File: src/i2cm_pkg.sv
// Shared types and constants of the I2C master bit engine.
`timescale 1ns / 1ps
package i2cm_pkg;

  // Decoded command classes, produced by the front end.
  localparam logic [2:0] CMD_START = 3'd0;
  localparam logic [2:0] CMD_STOP  = 3'd1;
  localparam logic [2:0] CMD_WRITE = 3'd2;
  localparam logic [2:0] CMD_READ  = 3'd3;
  localparam logic [2:0] CMD_WACK  = 3'd4;
  localparam logic [2:0] CMD_NONE  = 3'd7;

  // Configuration register indexes.
  localparam logic [1:0] REG_HOLD   = 2'd0;
  localparam logic [1:0] REG_BIT    = 2'd1;
  localparam logic [1:0] REG_SAMPLE = 2'd2;
  localparam logic [1:0] REG_POLLS  = 2'd3;

  // Reset values of the configuration registers.
  localparam logic [9:0] HOLD_RESET   = 10'd34;
  localparam logic [9:0] BIT_RESET    = 10'd17;
  localparam logic [9:0] SAMPLE_RESET = 10'd9;
  localparam logic [7:0] POLLS_RESET  = 8'd250;

  // One classified tick as it waits in the queue.
  typedef struct packed {
    logic [2:0] cmd;
    logic [7:0] tx_byte;
    logic       send_ack;
    logic       sda_in;
  } tick_t;

  // One result.
  typedef struct packed {
    logic       ack_failed;
    logic [7:0] rx_byte;
    logic       done_res;
    logic       busy_res;
    logic       sda_drive;
    logic       sda_out;
    logic       scl_out;
  } res_t;

  // Configuration as seen by the back end.
  typedef struct packed {
    logic [9:0] hold;
    logic [9:0] bitph;
    logic [9:0] sample;
    logic [7:0] polls;
  } cfg_t;

endpackage

File: src/i2cm_front.sv
// Front end: accepts ticks, decodes the command and queues them.
`timescale 1ns / 1ps
module i2cm_front (
  input  logic             clk,
  input  logic             rst_n,
  input  logic             in_tvalid,
  output logic             in_tready,
  input  logic [15:0]      in_tdata,
  input  logic             in_tuser,
  output logic             q_valid,
  input  logic             q_pop,
  output i2cm_pkg::tick_t  q_tick
);

  i2cm_pkg::tick_t slot_r [2];
  logic            rd_r, rd_nxt, wr_r, wr_nxt;
  logic [1:0]      cnt_r, cnt_nxt;
  logic            push, pop;
  i2cm_pkg::tick_t dec;

  // Classify the request: unknown opcodes and ticks without command become idle ticks.
  always_comb begin
    dec.tx_byte  = in_tdata[10:3];
    dec.send_ack = in_tdata[11];
    dec.sda_in   = in_tdata[12];
    dec.cmd      = i2cm_pkg::CMD_NONE;
    if (in_tuser) begin
      case (in_tdata[2:0])
        i2cm_pkg::CMD_START: dec.cmd = i2cm_pkg::CMD_START;
        i2cm_pkg::CMD_STOP:  dec.cmd = i2cm_pkg::CMD_STOP;
        i2cm_pkg::CMD_WRITE: dec.cmd = i2cm_pkg::CMD_WRITE;
        i2cm_pkg::CMD_READ:  dec.cmd = i2cm_pkg::CMD_READ;
        i2cm_pkg::CMD_WACK:  dec.cmd = i2cm_pkg::CMD_WACK;
        default:             dec.cmd = i2cm_pkg::CMD_NONE;
      endcase
    end
  end

  assign in_tready = (cnt_r != 2'd2);
  assign push      = in_tvalid && in_tready;
  assign q_valid   = (cnt_r != 2'd0);
  assign pop       = q_pop && q_valid;
  assign q_tick    = slot_r[rd_r];

  // Queue pointers and fill count.
  always_comb begin
    rd_nxt  = pop ? ~rd_r : rd_r;
    wr_nxt  = push ? ~wr_r : wr_r;
    cnt_nxt = cnt_r + {1'b0, push} - {1'b0, pop};
  end

  always_ff @(posedge clk) begin
    if (!rst_n) begin
      rd_r  <= 1'b0;
      wr_r  <= 1'b0;
      cnt_r <= 2'd0;
    end else begin
      rd_r  <= rd_nxt;
      wr_r  <= wr_nxt;
      cnt_r <= cnt_nxt;
    end
  end

  // Queue storage.
  always_ff @(posedge clk) begin
    if (push) begin
      slot_r[wr_r] <= dec;
    end
  end

endmodule

File: src/i2cm_back.sv
// Back end: the bus phase sequencer and the result register.
`timescale 1ns / 1ps
module i2cm_back (
  input  logic             clk,
  input  logic             rst_n,
  input  i2cm_pkg::cfg_t   cfg,
  input  logic             q_valid,
  output logic             q_pop,
  input  i2cm_pkg::tick_t  q_tick,
  output logic             out_tvalid,
  input  logic             out_tready,
  output i2cm_pkg::res_t   out_res
);

  localparam logic [3:0] PH_IDLE    = 4'd0;
  localparam logic [3:0] PH_ST1     = 4'd1;
  localparam logic [3:0] PH_ST2     = 4'd2;
  localparam logic [3:0] PH_SP1     = 4'd3;
  localparam logic [3:0] PH_SP2     = 4'd4;
  localparam logic [3:0] PH_WA1     = 4'd5;
  localparam logic [3:0] PH_WA2     = 4'd6;
  localparam logic [3:0] PH_POLL    = 4'd7;
  localparam logic [3:0] PH_WB_LOW  = 4'd8;
  localparam logic [3:0] PH_WB_HIGH = 4'd9;
  localparam logic [3:0] PH_WB_TAIL = 4'd10;
  localparam logic [3:0] PH_RB_LOW  = 4'd11;
  localparam logic [3:0] PH_RB_HIGH = 4'd12;
  localparam logic [3:0] PH_AK_LOW  = 4'd13;
  localparam logic [3:0] PH_AK_HIGH = 4'd14;

  logic [3:0] phase_r, phase_nxt;
  logic [9:0] tick_r, tick_nxt;
  logic [3:0] bit_r, bit_nxt;
  logic [7:0] tx_r, tx_nxt;
  logic [7:0] rx_r, rx_nxt;
  logic [7:0] poll_r, poll_nxt;
  logic       ackc_r, ackc_nxt;
  logic       scl_r, scl_nxt;
  logic       sda_r, sda_nxt;
  logic       dir_r, dir_nxt;
  logic       fail_r, fail_nxt;
  logic       done;
  logic [9:0] len_raw, len;
  logic [9:0] tick_inc;
  logic [3:0] bit_inc;
  logic       ovalid_r;
  i2cm_pkg::res_t res_r;

  // The result slot frees when empty or when its request is taken.
  assign q_pop      = !ovalid_r || out_tready;
  assign out_tvalid = ovalid_r;
  assign out_res    = res_r;

  // Length of the current phase; zero counts as one.
  always_comb begin
    case (phase_r)
      PH_ST1, PH_ST2, PH_SP1, PH_SP2, PH_WA1, PH_WA2: len_raw = cfg.hold;
      PH_RB_HIGH: len_raw = cfg.sample;
      default:    len_raw = cfg.bitph;
    endcase
    len = (len_raw == 10'd0) ? 10'd1 : len_raw;
  end

  assign tick_inc = tick_r + 10'd1;
  assign bit_inc  = bit_r + 4'd1;

  // One tick of the phase sequencer.
  always_comb begin
    phase_nxt = phase_r;
    tick_nxt  = tick_r;
    bit_nxt   = bit_r;
    tx_nxt    = tx_r;
    rx_nxt    = rx_r;
    poll_nxt  = poll_r;
    ackc_nxt  = ackc_r;
    scl_nxt   = scl_r;
    sda_nxt   = sda_r;
    dir_nxt   = dir_r;
    fail_nxt  = fail_r;
    done      = 1'b0;
    if (phase_r == PH_IDLE) begin
      tick_nxt = 10'd0;
      case (q_tick.cmd)
        i2cm_pkg::CMD_START: begin
          dir_nxt = 1'b1; sda_nxt = 1'b1; scl_nxt = 1'b1; phase_nxt = PH_ST1;
        end
        i2cm_pkg::CMD_STOP: begin
          dir_nxt = 1'b1; scl_nxt = 1'b0; sda_nxt = 1'b0; phase_nxt = PH_SP1;
        end
        i2cm_pkg::CMD_WRITE: begin
          dir_nxt = 1'b1; scl_nxt = 1'b0; bit_nxt = 4'd0;
          sda_nxt = q_tick.tx_byte[7];
          tx_nxt  = {q_tick.tx_byte[6:0], 1'b0};
          phase_nxt = PH_WB_LOW;
        end
        i2cm_pkg::CMD_READ: begin
          dir_nxt = 1'b0; scl_nxt = 1'b0; rx_nxt = 8'd0; bit_nxt = 4'd0;
          ackc_nxt = q_tick.send_ack; phase_nxt = PH_RB_LOW;
        end
        i2cm_pkg::CMD_WACK: begin
          dir_nxt = 1'b0; sda_nxt = 1'b1; fail_nxt = 1'b0; phase_nxt = PH_WA1;
        end
        default: tick_nxt = tick_r;
      endcase
    end else if (phase_r == PH_POLL) begin
      if (!q_tick.sda_in) begin
        scl_nxt = 1'b0;
        done    = 1'b1;
      end else if (poll_r >= cfg.polls) begin
        fail_nxt = 1'b1; dir_nxt = 1'b1; scl_nxt = 1'b0; sda_nxt = 1'b0;
        phase_nxt = PH_SP1; tick_nxt = 10'd0;
      end else begin
        poll_nxt = poll_r + 8'd1;
      end
    end else begin
      tick_nxt = tick_inc;
      if (tick_inc >= len) begin
        tick_nxt = 10'd0;
        case (phase_r)
          PH_ST1: begin sda_nxt = 1'b0; phase_nxt = PH_ST2; end
          PH_ST2: begin scl_nxt = 1'b0; done = 1'b1; end
          PH_SP1: begin scl_nxt = 1'b1; sda_nxt = 1'b1; phase_nxt = PH_SP2; end
          PH_SP2: done = 1'b1;
          PH_WA1: begin scl_nxt = 1'b1; phase_nxt = PH_WA2; end
          PH_WA2: begin poll_nxt = 8'd0; phase_nxt = PH_POLL; end
          PH_WB_LOW: begin scl_nxt = 1'b1; phase_nxt = PH_WB_HIGH; end
          PH_WB_HIGH: begin scl_nxt = 1'b0; phase_nxt = PH_WB_TAIL; end
          PH_WB_TAIL: begin
            bit_nxt = bit_inc;
            if (bit_inc >= 4'd8) begin
              done = 1'b1;
            end else begin
              sda_nxt = tx_r[7];
              tx_nxt  = {tx_r[6:0], 1'b0};
              phase_nxt = PH_WB_LOW;
            end
          end
          PH_RB_LOW: begin
            scl_nxt = 1'b1;
            rx_nxt  = {rx_r[6:0], q_tick.sda_in};
            phase_nxt = PH_RB_HIGH;
          end
          PH_RB_HIGH: begin
            bit_nxt = bit_inc;
            scl_nxt = 1'b0;
            if (bit_inc >= 4'd8) begin
              dir_nxt = 1'b1;
              sda_nxt = !ackc_r;
              phase_nxt = PH_AK_LOW;
            end else begin
              phase_nxt = PH_RB_LOW;
            end
          end
          PH_AK_LOW: begin scl_nxt = 1'b1; phase_nxt = PH_AK_HIGH; end
          PH_AK_HIGH: begin scl_nxt = 1'b0; done = 1'b1; end
          default: done = 1'b1;
        endcase
      end
    end
    if (done) begin
      phase_nxt = PH_IDLE;
      tick_nxt  = 10'd0;
    end
  end

  // Sequencer state, advanced once per tick taken from the queue.
  always_ff @(posedge clk) begin
    if (!rst_n) begin
      phase_r <= PH_IDLE;
      tick_r  <= 10'd0;
      bit_r   <= 4'd0;
      tx_r    <= 8'd0;
      rx_r    <= 8'd0;
      poll_r  <= 8'd0;
      ackc_r  <= 1'b0;
      scl_r   <= 1'b1;
      sda_r   <= 1'b1;
      dir_r   <= 1'b1;
      fail_r  <= 1'b0;
    end else if (q_valid && q_pop) begin
      phase_r <= phase_nxt;
      tick_r  <= tick_nxt;
      bit_r   <= bit_nxt;
      tx_r    <= tx_nxt;
      rx_r    <= rx_nxt;
      poll_r  <= poll_nxt;
      ackc_r  <= ackc_nxt;
      scl_r   <= scl_nxt;
      sda_r   <= sda_nxt;
      dir_r   <= dir_nxt;
      fail_r  <= fail_nxt;
    end
  end

  // Result register.
  always_ff @(posedge clk) begin
    if (!rst_n) begin
      ovalid_r <= 1'b0;
    end else if (q_pop) begin
      ovalid_r <= q_valid;
    end
  end

  always_ff @(posedge clk) begin
    if (q_valid && q_pop) begin
      res_r.scl_out    <= scl_nxt;
      res_r.sda_out    <= sda_nxt;
      res_r.sda_drive  <= dir_nxt;
      res_r.busy_res   <= (phase_nxt != PH_IDLE);
      res_r.done_res   <= done;
      res_r.rx_byte    <= rx_nxt;
      res_r.ack_failed <= fail_nxt;
    end
  end

endmodule

File: src/i2c_master_bit_engine.sv
// Top level of the I2C master bit engine: configuration registers, front and back ends.
`timescale 1ns / 1ps
// Each input request is one timing tick and yields exactly one result request
// with the line levels after that tick. The engine takes one tick per clock cycle
// while the result slot is free or its result is taken; a tick passes a two-entry
// tick queue, then the result register. The back end's single phase sequencer
// sets that rate. Commands given while a command runs are ignored. The user must
// write configuration only while idle; the block itself does not enforce this.
module i2c_master_bit_engine (
  input  logic        clk,
  input  logic        rst_n,
  input  logic        in_tvalid,
  output logic        in_tready,
  // opcode[2:0], tx_byte[10:3], send_ack[11], sda_in[12], zero[15:13]
  input  logic [15:0] in_tdata,
  // cmd_valid[0]
  input  logic        in_tuser,
  output logic        out_tvalid,
  input  logic        out_tready,
  // scl_out[0], sda_out[1], sda_drive[2], busy_res[3], done_res[4],
  // rx_byte[12:5], ack_failed[13], zero[15:14]
  output logic [15:0] out_tdata,
  input  logic        cfg_we,
  input  logic [1:0]  cfg_index,
  input  logic [9:0]  cfg_wdata
);

  i2cm_pkg::cfg_t  cfg_r;
  i2cm_pkg::tick_t q_tick;
  i2cm_pkg::res_t  res;
  logic            q_valid, q_pop;

  // Configuration registers.
  always_ff @(posedge clk) begin
    if (!rst_n) begin
      cfg_r.hold   <= i2cm_pkg::HOLD_RESET;
      cfg_r.bitph  <= i2cm_pkg::BIT_RESET;
      cfg_r.sample <= i2cm_pkg::SAMPLE_RESET;
      cfg_r.polls  <= i2cm_pkg::POLLS_RESET;
    end else if (cfg_we) begin
      case (cfg_index)
        i2cm_pkg::REG_HOLD:   cfg_r.hold   <= cfg_wdata;
        i2cm_pkg::REG_BIT:    cfg_r.bitph  <= cfg_wdata;
        i2cm_pkg::REG_SAMPLE: cfg_r.sample <= cfg_wdata;
        i2cm_pkg::REG_POLLS:  cfg_r.polls  <= cfg_wdata[7:0];
        default: ;
      endcase
    end
  end

  i2cm_front u_front (
    .clk       (clk),
    .rst_n     (rst_n),
    .in_tvalid (in_tvalid),
    .in_tready (in_tready),
    .in_tdata  (in_tdata),
    .in_tuser  (in_tuser),
    .q_valid   (q_valid),
    .q_pop     (q_pop),
    .q_tick    (q_tick)
  );

  i2cm_back u_back (
    .clk        (clk),
    .rst_n      (rst_n),
    .cfg        (cfg_r),
    .q_valid    (q_valid),
    .q_pop      (q_pop),
    .q_tick     (q_tick),
    .out_tvalid (out_tvalid),
    .out_tready (out_tready),
    .out_res    (res)
  );

  assign out_tdata = {2'b00, res.ack_failed, res.rx_byte, res.done_res, res.busy_res,
                      res.sda_drive, res.sda_out, res.scl_out};

  // A completing tick never reports busy.
  a_done_not_busy: assert property (@(posedge clk) disable iff (!rst_n)
    out_tvalid && out_tdata[4] |-> !out_tdata[3])
    else $error("done and busy in the same result");

  // Nothing is offered straight after reset.
  a_reset_empty: assert property (@(posedge clk)
    !rst_n |=> !out_tvalid)
    else $error("result offered after reset");

  // The queue always has room for an input when no result is waiting.
  a_queue_room: assert property (@(posedge clk) disable iff (!rst_n)
    !out_tvalid |-> in_tready)
    else $error("queue full with empty result slot");

endmodule
File: config.mk
export PLATFORM = sky130hd
export DESIGN_NAME = i2c_master_bit_engine
export DESIGN_NICKNAME = d
export VERILOG_FILES = /design/src/i2cm_pkg.sv /design/src/i2cm_front.sv /design/src/i2cm_back.sv /design/src/i2c_master_bit_engine.sv
export SDC_FILE = /design/constraint.sdc
export NUM_CORES = 1
export LEC_CHECK = 0
export CAP_MARGIN = 20
export CORE_ASPECT_RATIO = 1.4
export CORE_MARGIN = 4
export CORE_UTILIZATION = 45
export CTS_BUF_LIST = sky130_fd_sc_hd__clkbuf_4 sky130_fd_sc_hd__clkbuf_8
export DETAILED_ROUTE_END_ITERATION = 10
export DONT_BUFFER_PORTS = 1
export GPL_ROUTABILITY_DRIVEN = 0
export GPL_TIMING_DRIVEN = 0
export HOLD_SLACK_MARGIN = 0.12
export PLACE_DENSITY = 0.71
export SLEW_MARGIN = 5
export SYNTH_ARGS = -nofsm -noshare
export SYNTH_HDL_FRONTEND = slang
export SYNTH_SLANG_ARGS = --single-unit
File: constraint.sdc
create_clock -name clk -period 10.5 [get_ports clk]
set_clock_uncertainty 0.1 [all_clocks]
set_input_delay 0.525 -clock clk [delete_from_list [all_inputs] [get_ports clk]]
set_output_delay 0.525 -clock clk [all_outputs]
set_load 0.05 [all_outputs]
=== After elaboration in Yosys (flattened, before gate mapping) ===
Memories as Yosys holds them, arrays and structs flattened. A register that Yosys moved wholly into a read port is not among the register bits.
Index checks and enable logic that the tools add are counted.

* Add/subtract/negate cells: 5
* Order comparisons: 3
* Equality and inequality tests: 35
* Multiplexer cells: 81
* Bitwise logic cells: 3
* Reductions and logical operators: 37

{| class="wikitable"
|+ Operator list
! operator !! count
|-
| 8-bit two-way mux || 16
|-
| 10-bit two-way mux || 8
|-
| 4-bit two-way mux || 12
|-
| 4-bit one-hot mux with 10 select lines || 1
|-
| 1-bit two-way mux || 33
|-
| 4-bit equality test (second input constant) || 7
|-
| 10-bit one-hot mux with 2 select lines || 1
|-
| 4-bit one-hot mux with 5 select lines || 1
|-
| 4-bit by 3-bit equality test with 1-bit output (second input constant) || 4
|-
| 3-bit one-hot mux with 5 select lines || 1
|-
| 3-bit by 2-bit equality test with 1-bit output (second input constant) || 4
|-
| 6-bit AND reduction || 2
|-
| 2-bit nonzero test || 6
|-
| 10-bit by 1-bit adder with 10-bit output (second input constant) || 1
|-
| 10-bit >= comparator || 1
|-
| 10-bit logical NOT || 1
|-
| 5-bit OR reduction || 2
|-
| 9-bit OR reduction || 1
|-
| 8-bit by 1-bit adder with 8-bit output (second input constant) || 1
|-
| 4-bit by 2-bit equality test with 1-bit output (second input constant) || 2
|-
| 8-bit >= comparator || 1
|-
| 2-bit != test (second input constant) || 4
|-
| 1-bit one-hot mux with 2 select lines || 4
|-
| 2-bit AND reduction || 4
|-
| 31 further kinds || 46
|}

* Register bits after elaboration: 104
* Bits in writable memories: 26
* Input port bits: 34
* Output and inout port bits: 18
* Logic and storage cells: 191
* Memories kept: 1

{| class="wikitable"
|+ Memories
! name !! words !! width !! rd ports !! clocked after memory_dff !! wr ports !! line !! RTL
|-
| u_front.slot_r || 2 || 13 || 1 || 1 || 1 || i2cm_front.sv:15 || <nowiki>i2cm_pkg::tick_t slot_r [2];</nowiki>
|}

=== Longest topological paths before layout ===
* Word-level depth: 11
* Depth in mapped cells: 19
* Depth with buffers taken out: 15

=== Hierarchy ===
A second synthesis with hierarchy kept.

* Cell total of the unflattened synthesis: 687
* Area, all modules: 6522.5 µm²

{| class="wikitable"
|+ By module, submodules not included
! module !! instances !! cells each !! area each (µm²) !! sequential area each (µm²)
|-
| i2cm_back || 1 || 469 || 3828.7 || 1361.3
|-
| i2c_master_bit_engine || 1 || 149 || 1491.4 || 760.7
|-
| i2cm_front || 1 || 69 || 1202.4 || 880.8
|}

=== Worst setup path before layout ===
OpenSTA, ideal clock, no wires.

* Path type: register -> register
* Start point: register u_back.phase_r[0]
* End point: register u_back.res_r (netlist bit u_back.out_res[3]), data pin
* Setup time: 271 ps
* Arrival: 3439 ps
* Required time: 10129 ps
* Setup slack: 6690 ps
* Cell stages (with the launch flop): 19
* Buffers on the path: 3
* Period minus slack after synthesis: 3810 ps
* Cells stage by stage: dfxtp_1 -> buf_6 -> or3_1 -> nand2_1 -> nor2_1 -> clkbuf_1 -> a22o_1 -> a21oi_1 -> nand4_1 -> o31ai_1 -> ha_1 -> nand2b_1 -> a211oi_1 -> nor3_2 -> or2_1 -> buf_2 -> a221oi_1 -> a2111oi_0 -> nand4b_1

* Cells in the longest elaborated chain, start to end: 11
* Elaborated cells on any way between the ends: 34
* Classes of those cells: 1 x order compare; 13 x eq/ne; 15 x mux; 5 x reduce/logical

{| class="wikitable"
|+ RTL lines
! item !! line !! RTL
|-
| start, declared || i2cm_back.sv:31 || <nowiki>logic [3:0] phase_r, phase_nxt;</nowiki>
|-
| start signal, assigned || i2cm_back.sv:181 || <nowiki>phase_r <= phase_nxt;</nowiki>
|-
| 4-bit by 3-bit equality test with 1-bit output, or another cell as far along || i2cm_back.sv:56 || <nowiki>case (phase_r)</nowiki>
|-
| 6-bit OR reduction || i2cm_back.sv:56 ||
|-
| 10-bit one-hot mux with 2 select lines || i2cm_back.sv:56 ||
|-
| 10-bit logical NOT || i2cm_back.sv:61 || <nowiki>len = (len_raw == 10'd0) ? 10'd1 : len_raw;</nowiki>
|-
| 10-bit two-way mux || i2cm_back.sv:61 ||
|-
| 10-bit >= comparator || i2cm_back.sv:117 || <nowiki>if (tick_inc >= len) begin</nowiki>
|-
| 4-bit two-way mux / 1-bit two-way mux (equally long branches) || i2cm_back.sv:117 ||
|-
| 4-bit two-way mux / 1-bit two-way mux (equally long branches) || i2cm_back.sv:105 || <nowiki>end else if (phase_r == PH_POLL) begin</nowiki>
|-
| 4-bit two-way mux / 1-bit two-way mux (equally long branches) || i2cm_back.sv:81 || <nowiki>if (phase_r == PH_IDLE) begin</nowiki>
|-
| 4-bit two-way mux (*) || i2cm_back.sv:160 || <nowiki>if (done) begin</nowiki>
|-
| 4-bit nonzero test (*) || i2cm_back.sv:209 || <nowiki>res_r.busy_res <= (phase_nxt != PH_IDLE);</nowiki>
|-
| end, declared || i2cm_back.sv:47 || <nowiki>i2cm_pkg::res_t res_r;</nowiki>
|}

Mark *: on every way between the ends. The rest lies on a longest branch, timed or not.
A chain may end at the register's enable or synchronous reset.

=== Final worst setup path ===
* Start point: register u_back.phase_r[3]
* End point: register u_back.res_r (netlist bit u_back.out_res[3]), data pin

Same word-level chain as after synthesis.

==> reports/metrics.yaml <==
status:
  status: "complete, no violations"
logic_synthesis:
  synth_area_leader_cell: "dfxtp_1"
  synthArstFlopShare_pct: 0
  ys_ff_latch: 130
  yosysMostFrequentCell: "nand2_1"
  synth_warnings: 0
  synth.avg_cell_area_sq_um: 9.22
  synth.top_cell.area_share_pct: 27.7
  synth_edf_count: 40
  postSynthCellCount: 705
  synthTopCellsByCount: "nand2_1 (96), dfxtp_1 (90), nor2_1 (73)"
  synth.distinct_cells: 68
  synth_top_flop_cell: "dfxtp_1"
  netlist_area_sq_um: 6500
  ys_seq_area_share_pct: 46.2
  synth_top_cells_by_area: "dfxtp_1 (28%), edfxtp_1 (18%), mux2i_1 (6.0%)"
floorplanning:
  dieArea_sq_um: 16500
  initial_utilization_pct: 46.3
  core_sq_um: 14000
  ios: 52
  die_w_um: 110
  die_h_um: 150
  fp-row-count: 51
layout:
  final_layout_size_suffix_gt1_share_pct: 8.42
  syn_to_final_growth_pct: 13.8
  final-seq-area_sq_um: 3000
  antenna_cells: 0
  multiInputGateArea_sq_um: 3220
  fin_area_sq_um: 7390
  n_fill_cell: 1247
  nets: 804
critical_path:
  cp_max_fo: 10
  worstSetupEndpointType: "register"
  worstSetupPathType: "register to register"
  start_kind: "register"
  arrival_ns: 4.94
  critPathRequiredTime_ns: 10.67
drt:
  vias: 5480
  drc: 0
  dr.pass1.iters: 7
  drt-wirelength-per-cell_um: 16.9
  via_per_inst: 5.80
  drt_iter0_drc: 396
  antenna_left: 0
  routed_wl_um: 16000
clock_tree:
  cts_hold_buf: 20
  cts_setup_buffers: 0
  cts_resized: 0
  clk_latency_ns: 0.44
  clockRootBuffer: "clkbuf_8"
  htreeDepth: 4
  cts_sinks: 130
  cts_buffers: 17
  clk_path_buf_depth: 2
  clkTransAtPathRegs_ns: 0.07
  cts_tree: "done"
grt:
  grt-busiest-layer: "met2"
  grt_pass1_wl_um: 25800
  grt_util_met2_pct: 35.5
  grtUsageMet1_pct: 21.4
  grt_overflow_total: 0
  grt_usage_pct: 20.1
  grt_pass1_vias: 5529
  grt_max_degree: 17
  antenna_found_initial: 0
  met3_usage_pct: 4.29
pwr:
  ir_drop_mv: 0.136
  p_leak_nw: 2.87
  powerDensity_nw_per_um2: 249
  power.total_mw: 1.84
timing:
  post-route-period-util_pct: 45.5
  setup_tns_ns: 0
  clock.fmax_mhz: 209
  drv_slew: 0
  layout_min_cycle_time_ns: 4.77
  relSlewSlack_pct: 42.6
  setup_viol: 0
  rsz0062_at_grt: "no"
  hold_viol: 0
  fin_ws_ns: 5.73
  worst_slew_pin_slew_ns: 0.862
placed_design:
  place_area_sq_um: 6750
  hpwl_um: 11500
  pre_cts_slack_ns: 5.80
  port_buffers: 0
hold_path:
  hold_class: "input port to register"
job:
  drv_cap: 0
## where the power goes
part,switching (mW),leakage (nW),internal (mW)
Sequential,0.111,1.11,0.600
Clock,0.198,0.222,0.268
Combinational,0.432,1.54,0.229
## placed cells by master, fill, tap and decap left out, types with 10 or more instances in the layout
cell type / netlist / routed
a21oi_1: 58 / 58
inv_1: 19 / 19
mux2i_1: 39 / 39
a22o_1: 10 / 10
clkbuf_8: 0 / 17
edfxtp_1: 40 / 40
nand2_1: 96 / 96
buf_2: 10 / 10
xnor2_1: 14 / 14
dlygate4sd3_1: 0 / 20
nor2_1: 73 / 73
ha_1: 23 / 23
dfxtp_1: 90 / 90
clkbuf_1: 21 / 21
nand3_1: 25 / 25
o21ai_0: 15 / 15
## state kept, by name, indices dropped and copies added (netlist names), named ones only
register	count
u_front.slot_r	26
u_back.ackc_r	1
u_back.sda_r	1
u_back.bit_r	4
u_back.poll_r	8
u_back.fail_r	1
u_back.phase_r	4
u_back.out_tvalid	1
u_front.wr_r	1
u_back.out_res	14
u_front.cnt_r	2
u_front.rd_r	1
u_back.dir_r	1
cfg_r	38
u_back.rx_r	8
u_back.tick_r	10
u_back.scl_r	1
u_back.tx_r	7
## path summary, 6_finish.rpt
| path | from | endpoint | slack (ns) | depth (start not counted) |
|---|---|---|---|---|
| worst max register to register | u_back.phase_r[3]$_SDFFE_PN0P_ | u_back.out_res[3]$_DFFE_PP_ | 5.73 | 16 |
| worst min-delay path | cfg_wdata[4] | cfg_r[12]$_SDFFE_PN0P_ | 0.14 | 2 |
| worst min register to register | cfg_r[17]$_SDFFE_PN0P_ | cfg_r[17]$_SDFFE_PN0P_ | 0.36 | 2 |
| worst max-delay path | u_back.phase_r[3]$_SDFFE_PN0P_ | u_back.out_res[3]$_DFFE_PP_ | 5.73 | 16 |
## critical path, cell delays in order, from the launching register on
cell,delay (ns)
dfxtp_1,0.31
clkbuf_1,0.28
buf_2,0.28
nor2_1,0.09
clkbuf_1,0.27
a22o_1,0.26
a21oi_1,0.31
nand2_1,0.10
o31ai_1,0.33
ha_1,0.29
nand2b_1,0.14
a211oi_1,0.31
nor3_2,0.19
nor3_4,0.40
nor2_1,0.14
a2111oi_0,0.57
nand4b_1,0.24
## layout make-up
type                            instances  share of cell area [%]
Timing Repair Buffer                   22                    3.01
Tap cell                              185                    3.13
Clock buffer                           20                    3.47
Sequential cell                       130                    40.6
Inverter                               20                    1.02
Clock inverter                         12                    2.47
Buffer                                 43                    2.71
Multi-Input combinational cell        513                    43.6
## per-stage QoR
stage / hold WS [ns] / instances / utilization (%)
floorplan: 0.336 / 706 / -
global placement: 0.341 / 891 / 48.0
detailed placement: 0.351 / 892 / 48.1
CTS: 0.121 / 944 / 52.6
global route: 0.123 / 945 / 52.7
finish: 0.142 / 945 / 52.7
## cells by family (layout without fill, tap and decap cells)
family                   count (synthesis)  in the layout  share of synthesized area (%)
XOR/XNOR                                21             21                           2.83
adder cells (fa/ha/maj)                 23             23                           4.43
multiplexers                            45             45                           7.09
AO/OA/AOI/OAI                          158            158                           15.9
flip-flops                             130            130                           46.2
AND/OR/NAND/NOR                        264            264                           19.2
other                                    1              2                         0.0577
buffers and inverters                   63            117                           4.24
## per-layer routing
layer	vias to the layer above	wire length, um
met4	0	856
met2	199	8300
met5	-	0
li1	2618	-
met1	2595	6070
met3	68	725
Power figures use the tool's default switching activity.
